--- src/rtl/core/window_symbol_fsm_switch_controller_defines.svh ---
// Assertion macros for the window symbol switch controller.
// Define NO_ASSERTIONS to compile the checks out; uses i_clk and i_rst_n of the includer.
`ifndef WINDOW_SYMBOL_FSM_SWITCH_CONTROLLER_DEFINES_SVH
`define WINDOW_SYMBOL_FSM_SWITCH_CONTROLLER_DEFINES_SVH
`ifndef NO_ASSERTIONS
`define WSFC_ASSERT_NOW(lbl, expr, msg) \
    lbl: assert property (@(posedge i_clk) disable iff (!i_rst_n) (expr)) else $error(msg);
`define WSFC_ASSERT_NEXT(lbl, pre, post, msg) \
    lbl: assert property (@(posedge i_clk) disable iff (!i_rst_n) (pre) |=> (post)) \
        else $error(msg);
`else
`define WSFC_ASSERT_NOW(lbl, expr, msg)
`define WSFC_ASSERT_NEXT(lbl, pre, post, msg)
`endif
`endif

--- src/rtl/core/wsfc_pkg.sv ---
// Shared types and constants of the window symbol switch controller.
// No dependencies; used by every module of the block except wsfc_table.
`default_nettype none

package wsfc_pkg;

    localparam int NUM_SYMBOLS = 9;

    localparam logic [1:0] CMD_SAMPLE  = 2'd0;
    localparam logic [1:0] CMD_WRITE   = 2'd1;
    localparam logic [1:0] CMD_RESTART = 2'd2;
    localparam logic [1:0] CMD_UNUSED  = 2'd3;

    localparam logic [1:0] CLS_BELOW  = 2'd0;
    localparam logic [1:0] CLS_ABOVE  = 2'd1;
    localparam logic [1:0] CLS_INSIDE = 2'd2;

    localparam logic [2:0] CFG_TARGET_VOLTAGE = 3'd0;
    localparam logic [2:0] CFG_TARGET_CURRENT = 3'd1;
    localparam logic [2:0] CFG_VOLTAGE_BAND   = 3'd2;
    localparam logic [2:0] CFG_CURRENT_BAND   = 3'd3;
    localparam logic [2:0] CFG_INITIAL_STATE  = 3'd4;

    localparam logic signed [15:0] RST_TARGET_VOLTAGE = 16'sd3410;
    localparam logic signed [15:0] RST_TARGET_CURRENT = 16'sd1229;
    localparam logic [14:0]        RST_BAND           = 15'd102;
    localparam logic [2:0]         RST_INITIAL_STATE  = 3'd0;

    localparam logic [2:0] SWITCH_A_STATE = 3'd1;

    typedef struct packed {
        logic [1:0]         command;
        logic signed [15:0] voltage;
        logic signed [15:0] current;
        logic [2:0]         entry_state;
        logic [3:0]         entry_symbol;
        logic [2:0]         entry_next;
    } t_in_item;

    typedef struct packed {
        logic [2:0] present_state;
        logic [3:0] symbol;
        logic       symbol_taken;
        logic       switch_a_on;
        logic       switch_b_on;
    } t_out_item;

    typedef struct packed {
        logic signed [15:0] target_voltage;
        logic signed [15:0] target_current;
        logic [14:0]        voltage_band;
        logic [14:0]        current_band;
    } t_window_cfg;

endpackage

`default_nettype wire

--- src/rtl/core/window_symbol_fsm_switch_controller.sv ---
// Window symbol switch controller, top level: config registers, pipeline, state.
// Depends on wsfc_pkg, wsfc_classify, wsfc_table and the assertion header.
//
// Usage:
//   Requests enter on i_in_valid/o_in_ready with i_in_item; each request yields
//   exactly one result on o_out_valid/i_out_ready with o_out_item.
//   Command sample classes voltage and current and may step the state through
//   the transition table; command write loads one table entry; command restart
//   reloads the initial state.
//   A request passes stage 1, stage 2 and the result register in that order.
//   Throughput: one request per clock, sustained while i_out_ready stays high.
//   The table address of a sample is built from the state forwarded from the
//   request one stage ahead, and the memory's registered read gives the entry in stage 2.
//   Stall: while i_out_ready is low and the result register is full, the stages
//   hold; o_in_ready drops only when every stage is occupied.
//   Reset (synchronous, i_rst_n low): config registers take their defaults, the
//   state is the initial state, the repeat filter clears. The table is not
//   cleared and must be written before it is used; no clearing pass runs.
//   Config writes (i_cfg_we) are taken at any edge and belong in idle periods.
`default_nettype none
`include "window_symbol_fsm_switch_controller_defines.svh"

module window_symbol_fsm_switch_controller #(
    parameter int NUM_STATES = 8
) (
    input  wire logic                i_clk,
    input  wire logic                i_rst_n,
    input  wire logic                i_in_valid,
    output logic                     o_in_ready,
    input  wire wsfc_pkg::t_in_item  i_in_item,
    output logic                     o_out_valid,
    input  wire logic                i_out_ready,
    output wsfc_pkg::t_out_item      o_out_item,
    input  wire logic                i_cfg_we,
    input  wire logic [2:0]          i_cfg_index,
    input  wire logic [15:0]         i_cfg_data
);

    localparam int DEPTH = NUM_STATES * wsfc_pkg::NUM_SYMBOLS;
    localparam int AW    = $clog2(DEPTH);

    // configuration
    wsfc_pkg::t_window_cfg r_win;
    logic [2:0]            r_init_state;

    // pipeline
    logic                 r_s1_valid;
    wsfc_pkg::t_in_item   r_s1_item;
    logic                 r_s2_valid;
    logic [1:0]           r_s2_cmd;
    logic [3:0]           r_s2_sym;
    logic                 r_s2_taken;
    logic                 r_out_valid;
    wsfc_pkg::t_out_item  r_out_item;

    // controller state
    logic [2:0] r_state;
    logic [3:0] r_last_sym;
    logic       r_last_valid;
    logic       r_first;

    logic       s2_adv;
    logic       s1_adv;
    logic       in_acc;
    logic [2:0] start_state;
    logic [2:0] s2_next;
    logic [3:0] s1_sym;
    logic       s1_is_sample;
    logic       s1_taken;
    logic       s1_fire;
    logic       wr_ok;
    logic       tbl_we;
    logic       tbl_re;
    logic [AW-1:0] tbl_waddr;
    logic [AW-1:0] tbl_raddr;
    logic [2:0]    tbl_rdata;

    always_ff @(posedge i_clk) begin
        if (!i_rst_n) begin
            r_win.target_voltage <= wsfc_pkg::RST_TARGET_VOLTAGE;
            r_win.target_current <= wsfc_pkg::RST_TARGET_CURRENT;
            r_win.voltage_band   <= wsfc_pkg::RST_BAND;
            r_win.current_band   <= wsfc_pkg::RST_BAND;
            r_init_state         <= wsfc_pkg::RST_INITIAL_STATE;
        end else if (i_cfg_we) begin
            unique case (i_cfg_index)
                wsfc_pkg::CFG_TARGET_VOLTAGE: r_win.target_voltage <= $signed(i_cfg_data);
                wsfc_pkg::CFG_TARGET_CURRENT: r_win.target_current <= $signed(i_cfg_data);
                wsfc_pkg::CFG_VOLTAGE_BAND:   r_win.voltage_band   <= i_cfg_data[14:0];
                wsfc_pkg::CFG_CURRENT_BAND:   r_win.current_band   <= i_cfg_data[14:0];
                wsfc_pkg::CFG_INITIAL_STATE:  r_init_state         <= i_cfg_data[2:0];
                default: ;
            endcase
        end
    end

    wsfc_classify u_classify (
        .i_voltage (r_s1_item.voltage),
        .i_current (r_s1_item.current),
        .i_cfg     (r_win),
        .o_symbol  (s1_sym)
    );

    wsfc_table #(
        .NUM_STATES  (NUM_STATES),
        .NUM_SYMBOLS (wsfc_pkg::NUM_SYMBOLS)
    ) u_table (
        .i_clk   (i_clk),
        .i_we    (tbl_we),
        .i_waddr (tbl_waddr),
        .i_wdata (r_s1_item.entry_next),
        .i_re    (tbl_re),
        .i_raddr (tbl_raddr),
        .o_rdata (tbl_rdata)
    );

    always_comb begin
        s2_adv     = !r_out_valid || i_out_ready;
        s1_adv     = !r_s2_valid || s2_adv;
        o_in_ready = !r_s1_valid || s1_adv;
        in_acc     = i_in_valid && o_in_ready;

        // saturate an out-of-range initial state
        start_state = (32'(r_init_state) >= NUM_STATES) ? 3'(NUM_STATES - 1) : r_init_state;

        priority if (r_s2_valid && (r_s2_cmd == wsfc_pkg::CMD_SAMPLE) && r_s2_taken) begin
            s2_next = tbl_rdata;
        end else if (r_s2_valid && (r_s2_cmd == wsfc_pkg::CMD_RESTART)) begin
            s2_next = start_state;
        end else begin
            s2_next = r_state;
        end

        s1_fire      = r_s1_valid && s1_adv;
        s1_is_sample = r_s1_item.command == wsfc_pkg::CMD_SAMPLE;
        s1_taken     = s1_is_sample && (r_first || !r_last_valid || (s1_sym != r_last_sym));

        // read with the state the request ahead leaves behind
        tbl_re    = s1_fire && s1_taken;
        tbl_raddr = AW'(s2_next) * AW'(wsfc_pkg::NUM_SYMBOLS) + AW'(s1_sym);

        wr_ok     = (32'(r_s1_item.entry_state) < NUM_STATES)
                 && (32'(r_s1_item.entry_symbol) < wsfc_pkg::NUM_SYMBOLS)
                 && (32'(r_s1_item.entry_next) < NUM_STATES);
        tbl_we    = s1_fire && (r_s1_item.command == wsfc_pkg::CMD_WRITE) && wr_ok;
        tbl_waddr = AW'(r_s1_item.entry_state) * AW'(wsfc_pkg::NUM_SYMBOLS)
                  + AW'(r_s1_item.entry_symbol);
    end

    always_ff @(posedge i_clk) begin
        if (!i_rst_n) begin
            r_s1_valid   <= 1'b0;
            r_s2_valid   <= 1'b0;
            r_out_valid  <= 1'b0;
            r_state      <= wsfc_pkg::RST_INITIAL_STATE;
            r_last_sym   <= '0;
            r_last_valid <= 1'b0;
            r_first      <= 1'b1;
        end else begin
            if (o_in_ready) begin
                r_s1_valid <= i_in_valid;
            end
            if (s1_adv) begin
                r_s2_valid <= r_s1_valid;
            end
            if (s2_adv) begin
                r_out_valid <= r_s2_valid;
            end
            if (r_s2_valid && s2_adv) begin
                r_state <= s2_next;
            end
            if (s1_fire && s1_is_sample) begin
                r_first <= 1'b0;
                if (s1_taken) begin
                    r_last_sym   <= s1_sym;
                    r_last_valid <= 1'b1;
                end
            end
        end
    end

    always_ff @(posedge i_clk) begin
        if (in_acc) begin
            r_s1_item <= i_in_item;
        end
        if (s1_adv) begin
            r_s2_cmd   <= r_s1_item.command;
            r_s2_sym   <= s1_is_sample ? s1_sym : 4'd0;
            r_s2_taken <= s1_taken;
        end
        if (r_s2_valid && s2_adv) begin
            r_out_item.present_state <= s2_next;
            r_out_item.symbol        <= r_s2_sym;
            r_out_item.symbol_taken  <= r_s2_taken;
            r_out_item.switch_a_on   <= s2_next == wsfc_pkg::SWITCH_A_STATE;
            r_out_item.switch_b_on   <= s2_next != wsfc_pkg::SWITCH_A_STATE;
        end
    end

    assign o_out_valid = r_out_valid;
    assign o_out_item  = r_out_item;

    `WSFC_ASSERT_NOW(a_state_range, !o_out_valid || (32'(o_out_item.present_state) < NUM_STATES), "state out of range")
    `WSFC_ASSERT_NOW(a_taken_sample, !(r_s2_valid && r_s2_taken) || (r_s2_cmd == wsfc_pkg::CMD_SAMPLE), "non-sample request marked taken")
    `WSFC_ASSERT_NEXT(a_state_hold, !(r_s2_valid && s2_adv), $stable(r_state), "state moved without a commit")
    `WSFC_ASSERT_NEXT(a_state_commit, r_s2_valid && s2_adv, o_out_item.present_state == r_state, "result state differs from committed state")

endmodule

`default_nettype wire

--- src/rtl/core/wsfc_classify.sv ---
// Window classifier: turns a voltage and current sample into a symbol 0..8.
// Depends on wsfc_pkg for the window settings type and class codes.
`default_nettype none

module wsfc_classify (
    input  wire logic signed [15:0]  i_voltage,
    input  wire logic signed [15:0]  i_current,
    input  wire wsfc_pkg::t_window_cfg i_cfg,
    output logic [3:0]               o_symbol
);

    function automatic logic [1:0] class_of(input logic signed [15:0] value,
                                            input logic signed [15:0] target,
                                            input logic [14:0]        band);
        logic signed [17:0] v;
        logic signed [17:0] b;
        logic signed [17:0] lo;
        logic signed [17:0] hi;
        v  = 18'(value);
        b  = $signed({3'b000, band});
        lo = 18'(target) - b;
        hi = 18'(target) + b;
        // edges count as inside
        if (v < lo) begin
            return wsfc_pkg::CLS_BELOW;
        end else if (v > hi) begin
            return wsfc_pkg::CLS_ABOVE;
        end
        return wsfc_pkg::CLS_INSIDE;
    endfunction

    logic [1:0] v_cls;
    logic [1:0] c_cls;

    always_comb begin
        v_cls    = class_of(i_voltage, i_cfg.target_voltage, i_cfg.voltage_band);
        c_cls    = class_of(i_current, i_cfg.target_current, i_cfg.current_band);
        o_symbol = 4'({v_cls, 1'b0}) + 4'(v_cls) + 4'(c_cls);
    end

endmodule

`default_nettype wire

--- src/rtl/core/wsfc_table.sv ---
// Transition table memory: one write port, one read port, registered read data.
// No package dependency; contents are undefined until written.
`default_nettype none

module wsfc_table #(
    parameter int NUM_STATES = 8,
    parameter int NUM_SYMBOLS = 9
) (
    input  wire logic                                        i_clk,
    input  wire logic                                        i_we,
    input  wire logic [$clog2(NUM_STATES*NUM_SYMBOLS)-1:0]   i_waddr,
    input  wire logic [2:0]                                  i_wdata,
    input  wire logic                                        i_re,
    input  wire logic [$clog2(NUM_STATES*NUM_SYMBOLS)-1:0]   i_raddr,
    output logic [2:0]                                       o_rdata
);

    localparam int DEPTH = NUM_STATES * NUM_SYMBOLS;

    logic [2:0] mem [DEPTH];
    logic [2:0] r_rdata;

    always_ff @(posedge i_clk) begin
        if (i_we) begin
            mem[i_waddr] <= i_wdata;
        end
    end

    always_ff @(posedge i_clk) begin
        if (i_re) begin
            r_rdata <= mem[i_raddr];
        end
    end

    assign o_rdata = r_rdata;

endmodule

`default_nettype wire

--- config.mk ---
export PLATFORM = sky130hd
export DESIGN_NAME = window_symbol_fsm_switch_controller
export DESIGN_NICKNAME = d
export VERILOG_FILES = /design/src/rtl/core/wsfc_pkg.sv /design/src/rtl/core/window_symbol_fsm_switch_controller.sv /design/src/rtl/core/wsfc_classify.sv /design/src/rtl/core/wsfc_table.sv
export VERILOG_INCLUDE_DIRS = /design/src /design/src/rtl/core
export SDC_FILE = /design/constraint.sdc
export NUM_CORES = 1
export LEC_CHECK = 0
export BUFFER_PORTS_ARGS = -buffer_cell sky130_fd_sc_hd__buf_2
export CELL_PAD_IN_SITES_DETAIL_PLACEMENT = 2
export CELL_PAD_IN_SITES_GLOBAL_PLACEMENT = 2
export CORE_ASPECT_RATIO = 1.75
export CORE_MARGIN = 2
export CORE_UTILIZATION = 37
export CTS_CLUSTER_DIAMETER = 50
export DETAILED_ROUTE_END_ITERATION = 6
export GPL_ROUTABILITY_DRIVEN = 0
export PLACE_DENSITY = 0.8
export SLEW_MARGIN = 20
export SYNTH_ARGS = -nofsm -noshare
export SYNTH_HDL_FRONTEND = slang
export SYNTH_SLANG_ARGS = --single-unit
--- constraint.sdc ---
create_clock -name i_clk -period 7.95 [get_ports i_clk]
set_clock_uncertainty 0.1 [all_clocks]
set_input_delay 1.1925 -clock i_clk [delete_from_list [all_inputs] [get_ports i_clk]]
set_output_delay 1.1925 -clock i_clk [all_outputs]
set_load 0.02 [all_outputs]
Yosys cells after proc, flatten, opt, wreduce, memory -nomap -nowiden
Memory sizes are Yosys's and may differ from the RTL's. A register that Yosys moved wholly into a read port is not among the register bits. Index checks and enable logic that the tools add are counted.

Flip-flop bits (word level): 138. RAM bits: 216. Input bits: 68. Output and inout bits: 12. Word-level logic and storage cells: 94. Memories kept: 1.

Memories: u_table.mem (depth 72, bits a word 3, read ports 1, clocked after memory_dff 1, wr ports 1, line wsfc_table.sv:20) `logic [2:0] mem [DEPTH];`.

Add/sub/neg operators: 8. $mul: 2. Magnitude comparators: 5. Eq/ne operators: 9. Multiplexer cells: 14. Reductions and logical operators: 29.

Operators with widths (count): adder 16 x 16 -> 17 bit (2); > comparator 16 x 17 -> 1 bit (2); less-than comparator 16 x 17 -> 1 bit (2); subtractor 16 x 16 -> 17 bit (2); adder 7 x 4 -> 7 bit (2); multiplier 3 x 4 -> 7 bit (second input constant) (2); two-way mux 2 bit (6); AND reduction 2 bit (6); logical AND 1 bit (11); equality test 3 x 1 -> 1 bit (second input constant) (2); equality test 3 x 2 -> 1 bit (second input constant) (2); two-way mux 1 bit (6); two-way mux 3 bit (2); logical OR 1 bit (5); adder 3 x 2 -> 4 bit (1); adder 4 x 2 -> 4 bit (1); zero test 1 bit (4); zero test 2 bit (2); less-than comparator 4 bit (second input constant) (1); inequality test 4 bit (1); equality test 3 bit (second input constant) (1); zero test 3 bit (1); inequality test 3 x 1 -> 1 bit (second input constant) (1); equality test 2 x 1 -> 1 bit (second input constant) (1); equality test 2 bit (second input constant) (1).

Logic depth before layout (Yosys ltp)
Gate-level depths: netlist (run 1).

Depth after elaboration: 11. Depth in mapped cells: 31. Depth with buffers taken out: 30.

By module
A second synthesis (run 1) with hierarchy kept.

Cell total of the unflattened synthesis: 1529. Area, all modules: 18617.9 µm².

Modules (own cells, without submodules): wsfc_table (times used 1, cells an instance 455, area an instance 8787.2 µm², sequential area each 6576.3 µm²); window_symbol_fsm_switch_controller (times used 1, cells an instance 465, area an instance 5261.3 µm², sequential area each 3373.2 µm²); wsfc_classify (times used 1, cells an instance 609, area an instance 4569.4 µm², sequential area each 0.0 µm²).

Worst setup path after synthesis (run 1)
OpenSTA, ideal clock, no wires.

Path type: register -> register. Start: reg r_win[0] (netlist bit). End: reg u_table.r_rdata[0], in the netlist u_table.o_rdata[0] (read register of u_table.mem) (data pin). Setup time: 0.260 ns. Data arrival time: 6.652 ns. Required time: 7.590 ns. Path slack: 0.938 ns. Cell stages (with the launch flop): 31. Path buffers: 1. Period minus slack after synthesis: 7.012 ns. Cell sequence: dfxtp_1 > ha_1 > inv_1 > fa_1 > o21ba_2 > o21ai_0 > a21oi_1 > o211ai_1 > a31oi_1 > o21bai_1 > xnor2_1 > ha_1 > a21o_1 > a21o_1 > a21oi_1 > a31oi_1 > o21ai_0 > a21boi_0 > ha_1 > ha_1 > fa_1 > ha_1 > ha_1 > a21oi_1 > nand2_1 > xor2_2 > buf_6 > mux2i_1 > mux2i_1 > mux4_2 > mux2_2.

Word-level cells in the longest chain between the ends: 10. Elaborated cells between the ends (all ways): 14. Classes of those cells: add/sub (4); order compare (2); eq/ne (1); mux (4); reduce/logical (3).

Ends and longest elaborated chain: from (decl) (line window_symbol_fsm_switch_controller.sv:43) `wsfc_pkg::t_window_cfg r_win;`; adder 16 x 16 -> 17 bit (line wsfc_classify.sv:22) `hi = 18'(target) + b;`; > comparator 16 x 17 -> 1 bit (line wsfc_classify.sv:26) `end else if (v > hi) begin`; two-way mux 1 bit (line wsfc_classify.sv:26); two-way mux 1 bit (line wsfc_classify.sv:24) `if (v < lo) begin`; two-way mux 2 bit * (line wsfc_classify.sv:29) `return wsfc_pkg::CLS_INSIDE;`; adder 4 x 2 -> 4 bit * (line wsfc_classify.sv:38) `o_symbol = 4'({v_cls, 1'b0}) + 4'(v_cls) + 4'(c_cls);`; named net s1_sym[3] (line window_symbol_fsm_switch_controller.sv:67) `logic [3:0] s1_sym;`; branches (longest 4 deep; another with adder 7 x 4 -> 7 bit); to (decl) (line wsfc_table.sv:21) `logic [2:0] r_rdata;`.

Mark *: on every way through the listed nets, which the timed path passes. A chain may end at the register's enable or synchronous reset.

Final worst setup path (run 1)
Start: reg r_win[1] (netlist bit). End: reg u_table.r_rdata[2], in the netlist u_table.o_rdata[2] (read register of u_table.mem) (data pin).

Same word-level chain as after synthesis.

==> results.txt, run 1 <==
Global Route Usage Sum: 21.9%
Maximum vdd drop: 0.183 mV
Leak: 0.00793 uW
Vias in the first global route: 14600
Drt drc: 0
Setup TNS Final: 0 ns
Area of the multi-input gates: 0.00823 sq mm
Final WL: 57.2 mm
Area grow syn2layout: 14.8%
Fmax: 130 MHz
DR iter-0 viols: 526
Share of cells above drive strength 1: 15.9%
Fillers: 5139
IO Count: 80
Drt pass-1 iters: 4
Seq/Total Area, Yosys: 53.4%
Critical path required time: 8.17 ns
Slew Viols, Final: 0
Rows: 108
Yosys reg bits: 357
First-pass GRT wire length: 87.3 mm
Final Cycle Share: 96.7%
Slowest Stage Delay on Critical Path: 0.59 ns
Avg Inst Size Synth: 12.2 sq um
Synth Flop Type: edfxtp_1
Worst R2R Path Depth: 30
Largest net degree at the start of global routing: 78
Post-layout util: 43.0%
Clk sinks: 357
Worst setup path startpoint: r_win[1]$_SDFFE_PN1P_
Post-synth EDFFs: 280
Starting density of the core: 37.5%
Yosys Warn Count: 0
Setup-failing EPs final: 0
Power Dens Cells: 270 mW/mm^2
CTS tree: yes
Hold-fix buffers, CTS: 0
Worst path bufs/invs: 4
CTS H-tree lvls: 2
WS Path Type: reg2reg
Post-synth ARST share: 0%
Die area: 0.0523 sq mm
Worst Setup End Kind: flip-flop
Core footprint: 0.0497 sq mm
Initial antenna violation count: 0
Crit-path most repeated cell: ha_1
Die X: 174 um
Tightest Pin Transition: 0.985 ns
Clk Tree Root Cell: clkbuf_16
Vias: 12600
Max_cap viols: 0
Worst r2r src: r_win[1]$_SDFFE_PN1P_
CTS Buf Count: 40
R2R Path End: u_table.o_rdata[2]$_DFFE_PP_
Grt ovf: 0
Sequential cell area: 0.00995 sq mm
Syn nets: 1752
Tightest Hold Check Type: reg2reg
Minimum clock period: 7.69 ns
Antenna Nets Post-Route: 0
Wire per inst: 24.6 um
Clock latency at the later pin of the worst-skew pair: 0.55 ns
Die height: 301 um
# port buffers: 79
R2r setup slk: 0.26 ns
Half-perimeter wire length after placement: 42.7 mm
Final Hold Vio Count: 0
Yosys cell types: 62
Number of cells on the critical path: 30
Max clock buf depth: 3
Startpoint Class: flip-flop
Critical path's top delay family: adder cells
Netlist Area Pre-Place: 0.0186 sq mm
Mapped Cells: 1532
Clk slew on worst S/H paths: 0.07 ns
Crit-path max FO: 5
Setup crit end: u_table.o_rdata[2]$_DFFE_PP_
Drt via density: 5.43
Nets: 1854
Slowest CP cell: fa_2
Slew headroom: 33.6%
Worst Path Arrival: 7.91 ns
Status: finished, final reports clean
[flip-flops by register name, summed over array words and instances (netlist names)]
register	flops
r_s2_sym	4
r_win	62
r_s2_taken	1
o_out_item	10
r_s2_valid	1
r_s1_item	44
u_table.o_rdata	3
r_state	3
u_table.mem	216
r_last_valid	1
r_s2_cmd	2
r_s1_valid	1
r_init_state	3
o_out_valid	1
r_last_sym	4
r_first	1
[Yosys cell counts, types with 12 or more instances]
library cell / number / area [sq um]
nand2b_1: 18 / 113
o211ai_1: 16 / 120
clkbuf_1: 44 / 165
nor2_1: 139 / 522
nand2_1: 162 / 608
ha_1: 145 / 1810
a21boi_0: 47 / 353
nand4_1: 14 / 87.6
edfxtp_1: 280 / 8410
mux4_2: 59 / 1330
a31oi_1: 12 / 75.1
nand3_1: 33 / 165
a21oi_1: 58 / 290
inv_1: 89 / 334
xnor2_1: 43 / 377
mux2i_1: 41 / 410
nor2b_1: 32 / 200
o21ai_0: 37 / 185
a211oi_1: 12 / 90.1
a21o_1: 32 / 240
dfxtp_1: 77 / 1540
nor3_1: 15 / 75.1
o21bai_1: 14 / 105
[cell usage in the layout (no fill, tap or decap), types with 18 or more instances in the layout]
cell	instances
inv_1	89
clkbuf_16	44
nand2b_1	18
buf_2	79
buf_4	26
mux2i_1	34
a21o_1	32
mux4_2	59
a21boi_0	47
o21ai_0	32
nand3_1	33
xnor2_1	43
nand2_1	161
ha_1	143
nor2_1	138
nor2b_1	32
dfxtp_1	76
a21oi_1	55
edfxtp_1	280
[routing by layer]
layer | vias up | track usage [%] | wire length, um
li1 | 5846 | - | -
met1 | 6480 | 21.1 | 19500
met2 | 210 | 46.0 | 33800
met3 | 105 | 2.18 | 1370
met4 | 0 | 9.48 | 2560
met5 | - | 0 | 0
[worst min-delay path by stage]
stage	start	to	slack (ns)	depth (start not counted)
after floorplan	r_s2_sym[0]$_SDFFCE_PP0P_	o_out_item[3]$_DFFE_PP_	0.30	0
after global placement	r_s2_sym[2]$_SDFFCE_PP0P_	o_out_item[5]$_DFFE_PP_	0.32	0
after detailed placement	r_s2_sym[3]$_SDFFCE_PP0P_	o_out_item[6]$_DFFE_PP_	0.32	0
after CTS	r_s2_sym[3]$_SDFFCE_PP0P_	o_out_item[6]$_DFFE_PP_	0.33	0
after global routing	r_s2_sym[2]$_SDFFCE_PP0P_	o_out_item[5]$_DFFE_PP_	0.34	0
final	r_s2_sym[2]$_SDFFCE_PP0P_	o_out_item[5]$_DFFE_PP_	0.33	0
[stage by stage]
step	std cells	cell area, sq um	power [uW]	setup slack, ns	hold WS, ns
6_report	2326	21400	5780	0.259	0.330
5_1_grt	2323	21400	6010	-0.0927	0.340
4_1_cts	2316	21200	5800	0.00244	0.327
3_5_place_dp	2245	19900	3870	-0.0438	0.317
3_3_place_gp	2245	19900	3790	0.279	0.315
2_1_floorplan	1532	18600	3310	0.938	0.300
[layout make-up]
class                   count  area share (%)
flip-flops and latches    357            46.5
multi-input cells        1034            38.5
clock buffers              52            5.18
well taps                 660            3.86
repair buffers            112            3.42
inverters                  89            1.56
clock inverters            19            1.00
diodes                      3          0.0351
[power by group]
| part | internal, uW | total [uW] | switching [uW] |
|---|---|---|---|
| Combinational | 810 | 1770 | 960 |
| Sequential | 2070 | 2100 | 30.5 |
| Clock | 1120 | 1910 | 788 |
[worst register-to-register path: cells and delay by family, from the launching register on]
| kind | cells | cell delay, ns |
|---|---|---|
| buffers and inverters | 4 | 0.60 |
| and+or+nand+nor | 4 | 0.59 |
| muxes | 4 | 1.17 |
| adders and majority gates | 7 | 2.26 |
| DFF | 1 | 0.34 |
| AOI/OAI and AO/OA | 9 | 1.92 |
| xor gates and xnor gates | 2 | 0.50 |
[cells by family after synthesis]
group           after synthesis  share of synthesized area, %
simple gates                444                          10.7
flops                       357                          53.4
compound gates              279                          10.1
fa+ha+maj                   152                          10.5
buf+inv                     141                          3.07
mux                         104                          9.57
xor+xnor                     55                          2.62
[timing repair]
| item | in CTS | in global routing |
|---|---|---|
| pin swaps | 0 | 4 |
| gates cloned | 0 | 3 |
| hold endpoints to repair | 0 | 0 |
| gates resized for setup | 1 | 25 |
| setup buffers | 0 | 4 |
| endpoints found under the setup margin | 3 | 3 |
Note: power is estimated with default switching activity, not from simulation.
==> inputs of run 2 (changes only) <==
GPL_TIMING_DRIVEN = 0   (was not set)
==> run 2 against run 1 <==
Against the previous run:
- combinational power grew 5%
- die area is the same
- sequential power is essentially flat
- clock-buffer cell count shrank 9
- clock power shrank 4%
- design area grew 1.6%
- first-iteration DRC count grew 24%
- maximum frequency shrank 1.5%
- highest routed layer unchanged
==> results.txt, run 2 (synthesized netlist as in run 1, its figures left out) <==
Critical path's top delay family: adder cells
Clk sinks: 357
Commonest non-fill, non-tap cell in the layout: edfxtp_1
Antenna Nets Post-Route: 0
Leak: 0.00802 uW
Slew headroom: 25.0%
Rows: 108
End of the worst hold path: o_out_item[5]$_DFFE_PP_
Hold-fix buffers, CTS: 0
Final WL: 59.4 mm
Largest net degree at the start of global routing: 29
Vias in the first global route: 15000
Largest registers: u_table.mem: 216 flops, r_win: 62 flops, r_s1_item: 44 flops
Maximum vdd drop: 0.179 mV
Finished Cell Area: 0.0217 sq mm
CTS Buf Count: 38
DR iter-0 viols: 651
Max clock buf depth: 3
Combinational power share: 32.1%
Crit-path most repeated cell: ha_1
R2R Path End: u_table.o_rdata[2]$_DFFE_PP_
Vias: 13000
Wire per inst: 25.2 um
First-pass GRT wire length: 90.1 mm
Number of cells on the critical path: 30
Top reg by flops: u_table.mem
Worst r2r src: r_win[0]$_SDFFE_PN0P_
Die X: 174 um
Starting density of the core: 37.5%
Global Route Usage Sum: 22.9%
Fmax: 128 MHz
Final Cycle Share: 98.2%
Startpoint Class: flip-flop
Drt drc: 0
Flop pwr share: 36.3%
# port buffers: 78
Max reg flops: 216
Core footprint: 0.0497 sq mm
Grt ovf: 0
Half-perimeter wire length after placement: 45.1 mm
Clk Tree Root Cell: clkbuf_16
Worst Min Path Start: r_s2_sym[2]$_SDFFCE_PP0P_
Critical path required time: 8.16 ns
Minimum clock period: 7.81 ns
Cell Count Post-Placement: 2280
Tightest Hold Check Type: reg2reg
Drt via density: 5.49
Worst path bufs/invs: 2
Hold_ws: 0.330 ns
Inserted Diodes: 0
Slowest Stage Delay on Critical Path: 0.61 ns
Most frequent cells in the layout: 280 x edfxtp_1, 161 x nand2_1, 141 x ha_1
Die height: 301 um
Max_cap viols: 0
Initial antenna violation count: 0
Setup TNS Final: 0 ns
Slowest CP cell: fa_2
Share of cells above drive strength 1: 17.2%
Tightest Pin Transition: 1.12 ns
WS Path Type: reg2reg
Non-Filler Instances: 2360
Area grow syn2layout: 16.6%
Clock power frac: 31.6%
Net Switching: 1860 uW
Crit-path max FO: 5
Status: finished, final reports clean
Nets: 1891
Die area: 0.0523 sq mm
Pint: 3930 uW
Placement Cell Area: 0.0200 sq mm
R2r setup slk: 0.14 ns
Worst R2R Path Depth: 30
Clock latency at the later pin of the worst-skew pair: 0.55 ns
Final Hold Vio Count: 0
Hold Path Stages: 0
IO Count: 80
Power Dens Cells: 266 mW/mm^2
CTS tree: yes
CTS H-tree lvls: 2
Slew Viols, Final: 0
Worst Path Arrival: 8.01 ns
Clk slew on worst S/H paths: 0.07 ns
Worst Setup End Kind: flip-flop
Setup-failing EPs final: 0
Sw Share: 32.1%
Power Total: 5790 uW
Drt pass-1 iters: 4
-- run 2: changes by cell type in the layout (fill, tap and decap cells not counted), sizes merged --
cell	previous run	this run
buf	110	108
clkbuf	54	86
clkinv	9	13
bufinv	4	3
clkinvlp	1	3
diode	3	0
inv	94	96
-- run 2: cell type report --
cell class                      count  area (sq um)
Fill cell                        5015         28000
Clock inverter                     26           254
Tap cell                          660           826
Buffer                             49           246
Clock buffer                       43          1010
Inverter                           89           334
Multi-Input combinational cell   1034          8400
Sequential cell                   357          9950
Timing Repair Buffer              102           718
-- run 2: how the worst max path moves through the flow --
stage	startpoint	endpoint	slack [ns]
after floorplan	r_win[0]$_SDFFE_PN0P_	u_table.o_rdata[0]$_DFFE_PP_	0.94
final	r_win[0]$_SDFFE_PN0P_	u_table.o_rdata[2]$_DFFE_PP_	0.14
after global placement	r_win[0]$_SDFFE_PN0P_	u_table.o_rdata[2]$_DFFE_PP_	-1.23
after global routing	r_win[0]$_SDFFE_PN0P_	u_table.o_rdata[2]$_DFFE_PP_	-0.05
after CTS	r_win[0]$_SDFFE_PN0P_	u_table.o_rdata[0]$_DFFE_PP_	0.02
after detailed placement	r_win[0]$_SDFFE_PN0P_	u_table.o_rdata[0]$_DFFE_PP_	-1.72
-- run 2: timing repair --
item / CTS / global route
resized for setup: 31 / 41
cloned: 0 / 2
buffers inserted: 3 / 9
pin swaps: 5 / 16
endpoints found under the setup margin: 3 / 3
-- run 2: power groups by stage --
stage / combinational, uW / sequential (uW) / clock [uW]
6_report: 1860 / 2100 / 1830
5_1_grt: 1970 / 2110 / 1930
4_1_cts: 1820 / 2110 / 1870
3_5_place_dp: 1750 / 2150 / 0
3_3_place_gp: 1620 / 2170 / 0
2_1_floorplan: 1160 / 2140 / 0
-- run 2: stage by stage --
stage | util, % | setup slack (ns)
6_report | 43.7 | 0.144
5_1_grt | 43.7 | -0.0517
4_1_cts | 43.1 | 0.0180
3_3_place_gp | 39.9 | -1.23
2_1_floorplan | - | 0.938
3_5_place_dp | 40.3 | -1.72
-- run 2: layer usage --
layer / track usage, % / vias to the layer above / wire length, um
li1: - / 5911 / -
met1: 21.3 / 6622 / 19500
met2: 48.2 / 278 / 35000
met3: 2.45 / 143 / 1630
met4: 10.7 / 0 / 3190
met5: 0 / - / 0
